$ cat config.mk
export PLATFORM = sky130hd
export DESIGN_NAME = packet_deframer_checksum_flat
export DESIGN_NICKNAME = d
export VERILOG_FILES = /design/src/pdc_pkg.sv /design/src/pdc_if.sv /design/src/packet_deframer_checksum.sv /design/src/flat_wrapper.sv
export SDC_FILE = /design/constraint.sdc
export NUM_CORES = 1
export LEC_CHECK = 0
export ABC_AREA = 1
export BUFFER_PORTS_ARGS = -buffer_cell sky130_fd_sc_hd__buf_2
export CELL_PAD_IN_SITES_DETAIL_PLACEMENT = 0
export CELL_PAD_IN_SITES_GLOBAL_PLACEMENT = 1
export CORE_UTILIZATION = 40
export CTS_CLUSTER_DIAMETER = 120
export DETAILED_ROUTE_END_ITERATION = 8
export HOLD_SLACK_MARGIN = 0.03
export PLACE_DENSITY_LB_ADDON = 0.15
export SYNTH_ARGS = -nofsm -noshare
export SYNTH_HDL_FRONTEND = slang
export SYNTH_SLANG_ARGS = --single-unit
$ cat constraint.sdc
create_clock -name clk -period 3.5 [get_ports clk]
set_input_delay 0 -clock clk [delete_from_list [all_inputs] [get_ports clk]]
set_output_delay 0 -clock clk [all_outputs]
set_load 0.01 [all_outputs]
$ cat src/pdc_pkg.sv
// Package for the length-prefixed packet deframer with sum checksum.
// Holds the start-byte constant, the deframer phase type and the result type.
// No dependencies; compile this file first.
package pdc_pkg;

    localparam logic [7:0] START_BYTE = 8'hFF;

    // Deframer phases, one-hot coded.
    typedef enum logic [5:0] {
        PH_HUNT = 6'b000001,
        PH_SUB  = 6'b000010,
        PH_CMD  = 6'b000100,
        PH_LEN  = 6'b001000,
        PH_DATA = 6'b010000,
        PH_CSUM = 6'b100000
    } phase_t;

    // One result item as held in the output register.
    typedef struct packed {
        logic [7:0] subsystem;
        logic [7:0] command_code;
        logic [7:0] packet_length;
        logic [7:0] data_byte;
        logic [7:0] data_index;
        logic       is_end;
        logic       checksum_ok;
    } result_t;

endpackage

$ cat src/pdc_if.sv
// Valid/ready channel interfaces for the packet deframer.
// pdc_byte_if carries received bytes, pdc_result_if carries result items.
// No dependencies.
interface pdc_byte_if;
    logic       valid;
    logic       ready;
    logic [7:0] byte_in;

    modport source (output valid, output byte_in, input ready);
    modport sink   (input valid, input byte_in, output ready);
endinterface

interface pdc_result_if;
    logic       valid;
    logic       ready;
    logic [7:0] subsystem;
    logic [7:0] command_code;
    logic [7:0] packet_length;
    logic [7:0] data_byte;
    logic [7:0] data_index;
    logic       is_end;
    logic       checksum_ok;

    modport source (output valid, output subsystem, output command_code,
                    output packet_length, output data_byte, output data_index,
                    output is_end, output checksum_ok, input ready);
    modport sink   (input valid, input subsystem, input command_code,
                    input packet_length, input data_byte, input data_index,
                    input is_end, input checksum_ok, output ready);
endinterface

$ cat src/packet_deframer_checksum.sv
// Top level of the length-prefixed packet deframer with 8-bit sum checksum.
// Depends on pdc_pkg (types, start byte) and on the interfaces in pdc_if.sv.
//
//   Port         | Direction | Payload                                | Meaning
//   -------------+-----------+----------------------------------------+--------------------
//   byte_stream  | in        | byte_in[7:0]                           | one received byte
//   result       | out       | subsystem, command_code, packet_length,| data byte or end of
//                |           | data_byte, data_index, is_end,         | packet with checksum
//                |           | checksum_ok                            | verdict
//
// The phase update and the 8-bit sum add sit between the state registers and one output
// register, so a byte can be accepted every cycle unless the output register stalls.
// Results appear in the cycle after the byte that causes them is accepted.
// While the output register holds an item that is not taken, the byte channel stalls;
// it is ready whenever the register is empty or is being emptied in the same cycle.
// Reset puts the deframer in the hunting phase with header fields and sum at zero.
module packet_deframer_checksum
    import pdc_pkg::*;
(
    input  logic                clk,
    input  logic                rst_n,
    pdc_byte_if.sink            byte_stream,
    pdc_result_if.source        result
);

    phase_t     phase_reg,       phase_next;
    logic [7:0] subsystem_reg,   subsystem_next;
    logic [7:0] command_reg,     command_next;
    logic [7:0] length_reg,      length_next;
    logic [7:0] byte_count_reg,  byte_count_next;
    logic [7:0] running_sum_reg, running_sum_next;

    logic       out_valid_reg,   out_valid_next;
    result_t    out_data_reg,    out_data_next;

    logic       accept;
    logic       emit;
    logic [7:0] b;
    logic [7:0] sum_plus;
    logic [7:0] count_plus;

    // The byte channel moves whenever the output register can take a new item.
    assign byte_stream.ready = !out_valid_reg || result.ready;
    assign accept            = byte_stream.valid && byte_stream.ready;
    assign b                 = byte_stream.byte_in;
    assign sum_plus          = running_sum_reg + b;
    assign count_plus        = byte_count_reg + 8'd1;

    // Phase decoding and state update for one accepted byte.
    always_comb
    begin
        phase_next       = phase_reg;
        subsystem_next   = subsystem_reg;
        command_next     = command_reg;
        length_next      = length_reg;
        byte_count_next  = byte_count_reg;
        running_sum_next = running_sum_reg;
        emit             = 1'b0;
        out_data_next    = '0;
        out_data_next.subsystem     = subsystem_reg;
        out_data_next.command_code  = command_reg;
        out_data_next.packet_length = length_reg;

        unique case (phase_reg)
            PH_SUB:
            begin
                subsystem_next   = b;
                running_sum_next = b;
                phase_next       = PH_CMD;
            end
            PH_CMD:
            begin
                command_next     = b;
                running_sum_next = sum_plus;
                phase_next       = PH_LEN;
            end
            PH_LEN:
            begin
                length_next      = b;
                running_sum_next = sum_plus;
                byte_count_next  = '0;
                // A zero-length packet goes straight to its checksum byte.
                phase_next       = (b == 8'd0) ? PH_CSUM : PH_DATA;
            end
            PH_DATA:
            begin
                running_sum_next         = sum_plus;
                byte_count_next          = count_plus;
                emit                     = 1'b1;
                out_data_next.data_byte  = b;
                out_data_next.data_index = byte_count_reg;
                if (count_plus == length_reg)
                begin
                    phase_next = PH_CSUM;
                end
            end
            PH_CSUM:
            begin
                running_sum_next          = sum_plus;
                phase_next                = PH_HUNT;
                emit                      = 1'b1;
                out_data_next.is_end      = 1'b1;
                out_data_next.checksum_ok = (sum_plus == START_BYTE);
            end
            default:
            begin
                // Hunting: every byte but the start byte is dropped.
                phase_next = PH_HUNT;
                if (b == START_BYTE)
                begin
                    running_sum_next = '0;
                    byte_count_next  = '0;
                    phase_next       = PH_SUB;
                end
            end
        endcase
    end

    // The output register fills on an accepted byte that yields a result and
    // empties when the consumer takes the item.
    always_comb
    begin
        out_valid_next = out_valid_reg;
        if (result.ready)
        begin
            out_valid_next = 1'b0;
        end
        if (accept && emit)
        begin
            out_valid_next = 1'b1;
        end
    end

    always_ff @(posedge clk or negedge rst_n)
    begin
        if (!rst_n)
        begin
            phase_reg       <= PH_HUNT;
            subsystem_reg   <= '0;
            command_reg     <= '0;
            length_reg      <= '0;
            byte_count_reg  <= '0;
            running_sum_reg <= '0;
            out_valid_reg   <= 1'b0;
        end
        else
        begin
            out_valid_reg <= out_valid_next;
            if (accept)
            begin
                phase_reg       <= phase_next;
                subsystem_reg   <= subsystem_next;
                command_reg     <= command_next;
                length_reg      <= length_next;
                byte_count_reg  <= byte_count_next;
                running_sum_reg <= running_sum_next;
            end
        end
    end

    // Payload register: no reset, loaded only with a new result.
    always_ff @(posedge clk)
    begin
        if (accept && emit)
        begin
            out_data_reg <= out_data_next;
        end
    end

    assign result.valid         = out_valid_reg;
    assign result.subsystem     = out_data_reg.subsystem;
    assign result.command_code  = out_data_reg.command_code;
    assign result.packet_length = out_data_reg.packet_length;
    assign result.data_byte     = out_data_reg.data_byte;
    assign result.data_index    = out_data_reg.data_index;
    assign result.is_end        = out_data_reg.is_end;
    assign result.checksum_ok   = out_data_reg.checksum_ok;

endmodule

$ cat src/flat_wrapper.sv
// flat-port wrapper written by rule: the top's interface ports become plain ports
module packet_deframer_checksum_flat import pdc_pkg::*;
  (clk, rst_n, byte_stream_valid, byte_stream_byte_in, byte_stream_ready, result_valid, result_subsystem, result_command_code, result_packet_length, result_data_byte, result_data_index, result_is_end, result_checksum_ok, result_ready);
  pdc_byte_if byte_stream_i ();
  pdc_result_if result_i ();
  input  logic clk;
  input  logic rst_n;
  input wire logic [$bits(byte_stream_i.valid)-1:0] byte_stream_valid;
  input wire logic [$bits(byte_stream_i.byte_in)-1:0] byte_stream_byte_in;
  output wire logic [$bits(byte_stream_i.ready)-1:0] byte_stream_ready;
  output wire logic [$bits(result_i.valid)-1:0] result_valid;
  output wire logic [$bits(result_i.subsystem)-1:0] result_subsystem;
  output wire logic [$bits(result_i.command_code)-1:0] result_command_code;
  output wire logic [$bits(result_i.packet_length)-1:0] result_packet_length;
  output wire logic [$bits(result_i.data_byte)-1:0] result_data_byte;
  output wire logic [$bits(result_i.data_index)-1:0] result_data_index;
  output wire logic [$bits(result_i.is_end)-1:0] result_is_end;
  output wire logic [$bits(result_i.checksum_ok)-1:0] result_checksum_ok;
  input wire logic [$bits(result_i.ready)-1:0] result_ready;
  assign byte_stream_i.valid = byte_stream_valid;
  assign byte_stream_i.byte_in = byte_stream_byte_in;
  assign byte_stream_ready = byte_stream_i.ready;
  assign result_valid = result_i.valid;
  assign result_subsystem = result_i.subsystem;
  assign result_command_code = result_i.command_code;
  assign result_packet_length = result_i.packet_length;
  assign result_data_byte = result_i.data_byte;
  assign result_data_index = result_i.data_index;
  assign result_is_end = result_i.is_end;
  assign result_checksum_ok = result_i.checksum_ok;
  assign result_i.ready = result_ready;
  packet_deframer_checksum u_core (.clk(clk), .rst_n(rst_n), .byte_stream(byte_stream_i), .result(result_i));
endmodule
==> impl_metrics.csv <==
group,metric,value,unit
status,outcome,"complete, no violations",
min_path,hp-class,"input port to register",
setup_path,startpoint,"u_core.phase_reg[1]$_DFFE_PN0P_",
global_routing,grt_first_pass_wirelength,14.06,mm
placed_design,dp_hpwl,6.312,mm
layout,fill_cells,944,
layout,final_cell_mix,"nand2_1, buf_2, dfrtp_1",
setup_path,r2r-start,"u_core.phase_reg[1]$_DFFE_PN0P_",
sta,post-route-min-period,2.497,ns
floorplan,fp.dieH,102.8,um
sta,rsz0062_at_grt,"false",
layout,n_antenna_cell,0,
route,vias,2988,
placed_design,placed_cells,589,
placed_design,gp_congestion,0.8240,
setup_path,worstPathRequired,3.55,ns
sta,clock_skew,0.007430,ns
clocking,cts_tree,"built",
route,wl,8.839,mm
yosys,synthCells,403,
clocking,clock-sinks,89,
setup_path,critPathCaptureType,"register",
yosys,synth.ff_latch_count,89,
floorplan,fp.dieW,102.8,um
placed_design,numPortBuffers,55,
sta,hold_viol,0,
power_and_ir_drop,switching_share,28.94,%
layout,syn2layout_area_growth,18.18,%
floorplan,die_area,10570,um2
route,dr.pass1.iters,4,
sta,slew_headroom,32.46,%
global_routing,grt_usage,18.10,%
sta,drv_slew,0,
layout,multi_input_comb_area,1424,um2
setup_path,ff2ff_setup_slack,1.00,ns
global_routing,overflow,0,
setup_path,cp_data_arrival_time,2.54,ns
sta,setup_violations,0,
power_and_ir_drop,p_int,1.653,mW
clocking,clk_latency,0.36,ns
clocking,post_cts_buffers,0,
yosys,synth_area_per_cell,10.09,um2
sta,clock.fmax,0.4004,GHz
global_routing,grt_antenna_before_repair,0,
sta,post-route-period-util,71.35,%
yosys,ys_seq_area_share,59.97,%
setup_path,critPathMaxFanout,24,
route,vias_per_cell,4.859,
global_routing,grt_max_degree,30,
layout,drive_gt1_share,21.37,%
yosys,synthArstFlopShare,52.81,%
floorplan,initial_core_util,41.41,%
layout,final_common_cell,"nand2_1",
power_and_ir_drop,comb_power_share,16.5,%
yosys,synthesis.nets,424,
layout,stdcell_count,615,
placed_design,place_area,4509,um2
power_and_ir_drop,clkPwrFrac,30.3,%
global_routing,grt_pass1_vias,2782,
yosys,synth_warnings,0,
route,drtIter0Drc,145,
layout,postLayoutCellArea,4806,um2
power_and_ir_drop,power.density,484.0,nW/um2
power_and_ir_drop,power_frac_seq,53.2,%
yosys,synth_area,4066,um2
setup_path,cp-start-kind,"register",
power_and_ir_drop,ir_drop,181.7,uV
power_and_ir_drop,p_switching,0.6732,mW
power_and_ir_drop,leakagePower,2.213,nW
route,ant_nets,0,
sta,whs,0.09022,ns
sta,setup_tns,0,ns
route,drc_errors,0,
route,wl_per_cell,14.37,um
clocking,clk_pin_slew,0.08,ns
clocking,root_buffer,"clkbuf_8",
floorplan,row_count,36,
clocking,cts_max_level,3,
sta,worst_pin_slew,1.009,ns
yosys,ys.flop_type,"dfrtp_1",
floorplan,ios,56,
setup_path,reg2reg_to,"u_core.result.packet_length[4]$_DFFE_PP_",
setup_path,rr_worst_depth,9,
flow_run,drv_cap,0,
layout,final_util,48.94,%
yosys,synth_edf_count,42,
yosys,ys_types,37,
layout,fin_nets,498,
clocking,cts_buffer_depth,2,
floorplan,core_area,9819,um2
layout,seqCellArea,2439,um2
setup_path,critPathCapture,"u_core.result.packet_length[4]$_DFFE_PP_",
setup_path,critical_path_class,"register to register",
clocking,cts_buffers,9,
## metrics by stage
step                power [mW]  worst slack, ns
floorplan                1.524           0.1893
global placement         1.627            1.066
detailed placement       1.635            1.004
CTS                      2.349           0.9850
global route             2.454           0.7983
finish                   2.326            1.003
## cells in the mapped netlist, types with 2 or more instances
master | number | area share [%]
xnor2_1 | 2 | 0.43
nor2_2 | 3 | 0.46
xor2_1 | 5 | 1.1
a22oi_1 | 3 | 0.55
nor3_1 | 4 | 0.49
o21ai_2 | 2 | 0.43
o21ai_0 | 24 | 3.0
o22ai_1 | 3 | 0.46
nand2_2 | 4 | 0.62
nor2_4 | 3 | 0.83
mux2_2 | 8 | 2.2
nor2_1 | 36 | 3.3
buf_2 | 2 | 0.25
inv_2 | 2 | 0.18
ha_1 | 8 | 2.5
dfrtp_1 | 46 | 28
clkbuf_1 | 2 | 0.18
nand3_1 | 33 | 4.1
nand4_1 | 9 | 1.4
nand2_1 | 91 | 8.4
o21bai_1 | 3 | 0.55
o21ai_1 | 4 | 0.49
a21oi_1 | 7 | 0.86
inv_1 | 45 | 4.2
edfxtp_1 | 42 | 31
## how the worst min path moves through the flow
stage                                 start                              endpoint  cells past startpoint
after floorplan                       rst_n  u_core.byte_count_reg[0]$_DFFE_PN0P_                      0
after global placement                rst_n   u_core.subsystem_reg[4]$_DFFE_PN0P_                      1
after detailed placement              rst_n   u_core.subsystem_reg[4]$_DFFE_PN0P_                      1
after CTS                 byte_stream_valid       u_core.phase_reg[5]$_DFFE_PN0P_                      4
after global routing      byte_stream_valid       u_core.phase_reg[5]$_DFFE_PN0P_                      4
final                     byte_stream_valid       u_core.phase_reg[5]$_DFFE_PN0P_                      4
## power groups by stage
stage / sequential, mW / combinational (mW) / clock [mW]
2_1_floorplan: 1.24 / 0.285 / 0
3_3_place_gp: 1.26 / 0.368 / 0
3_5_place_dp: 1.26 / 0.376 / 0
4_1_cts: 1.24 / 0.386 / 0.726
5_1_grt: 1.25 / 0.447 / 0.758
6_report: 1.24 / 0.384 / 0.705
## kinds of logic after synthesis
family	synth area share, %
AND/OR/NAND/NOR	21.66
flip-flops	59.97
buffers and inverters	5.200
AO/OA/AOI/OAI	6.492
adder cells (fa/ha/maj)	2.954
multiplexers	2.215
XOR/XNOR	1.508
## routing by layer
metal,vias up,track usage (%),part of all wire (%)
met1,1432,25.74,51
li1,1491,-,-
met5,-,0,0
met4,0,8.342,1.8
met3,12,2.576,2.4
met2,53,27.49,45
## timing repair
| action | in CTS | in global routing |
|---|---|---|
| gates resized for setup | 0 | 0 |
| endpoints found under the hold margin | 40 | 0 |
| hold buffers | 10 | 0 |
## final cells by class
| cell class | count | area share, % |
|---|---|---|
| inverters | 48 | 3.801 |
| multi-input cells | 261 | 29.63 |
| well taps | 133 | 3.463 |
| clock inverters | 6 | 1.432 |
| repair buffers | 68 | 8.279 |
| clock buffers | 10 | 2.656 |
| flip-flops and latches | 89 | 50.74 |
## worst max-delay path, stage by stage (launching register included)
cell and delay (ns):
dfrtp_1 0.41, nor2_2 0.18, nand3_1 0.09, nor2_1 0.09, nand2_1 0.05, buf_4 0.21, inv_1 0.13, nor2_1 0.09
nor2_4 0.51, buf_4 0.40
Note: power is estimated with default switching activity, not from simulation.
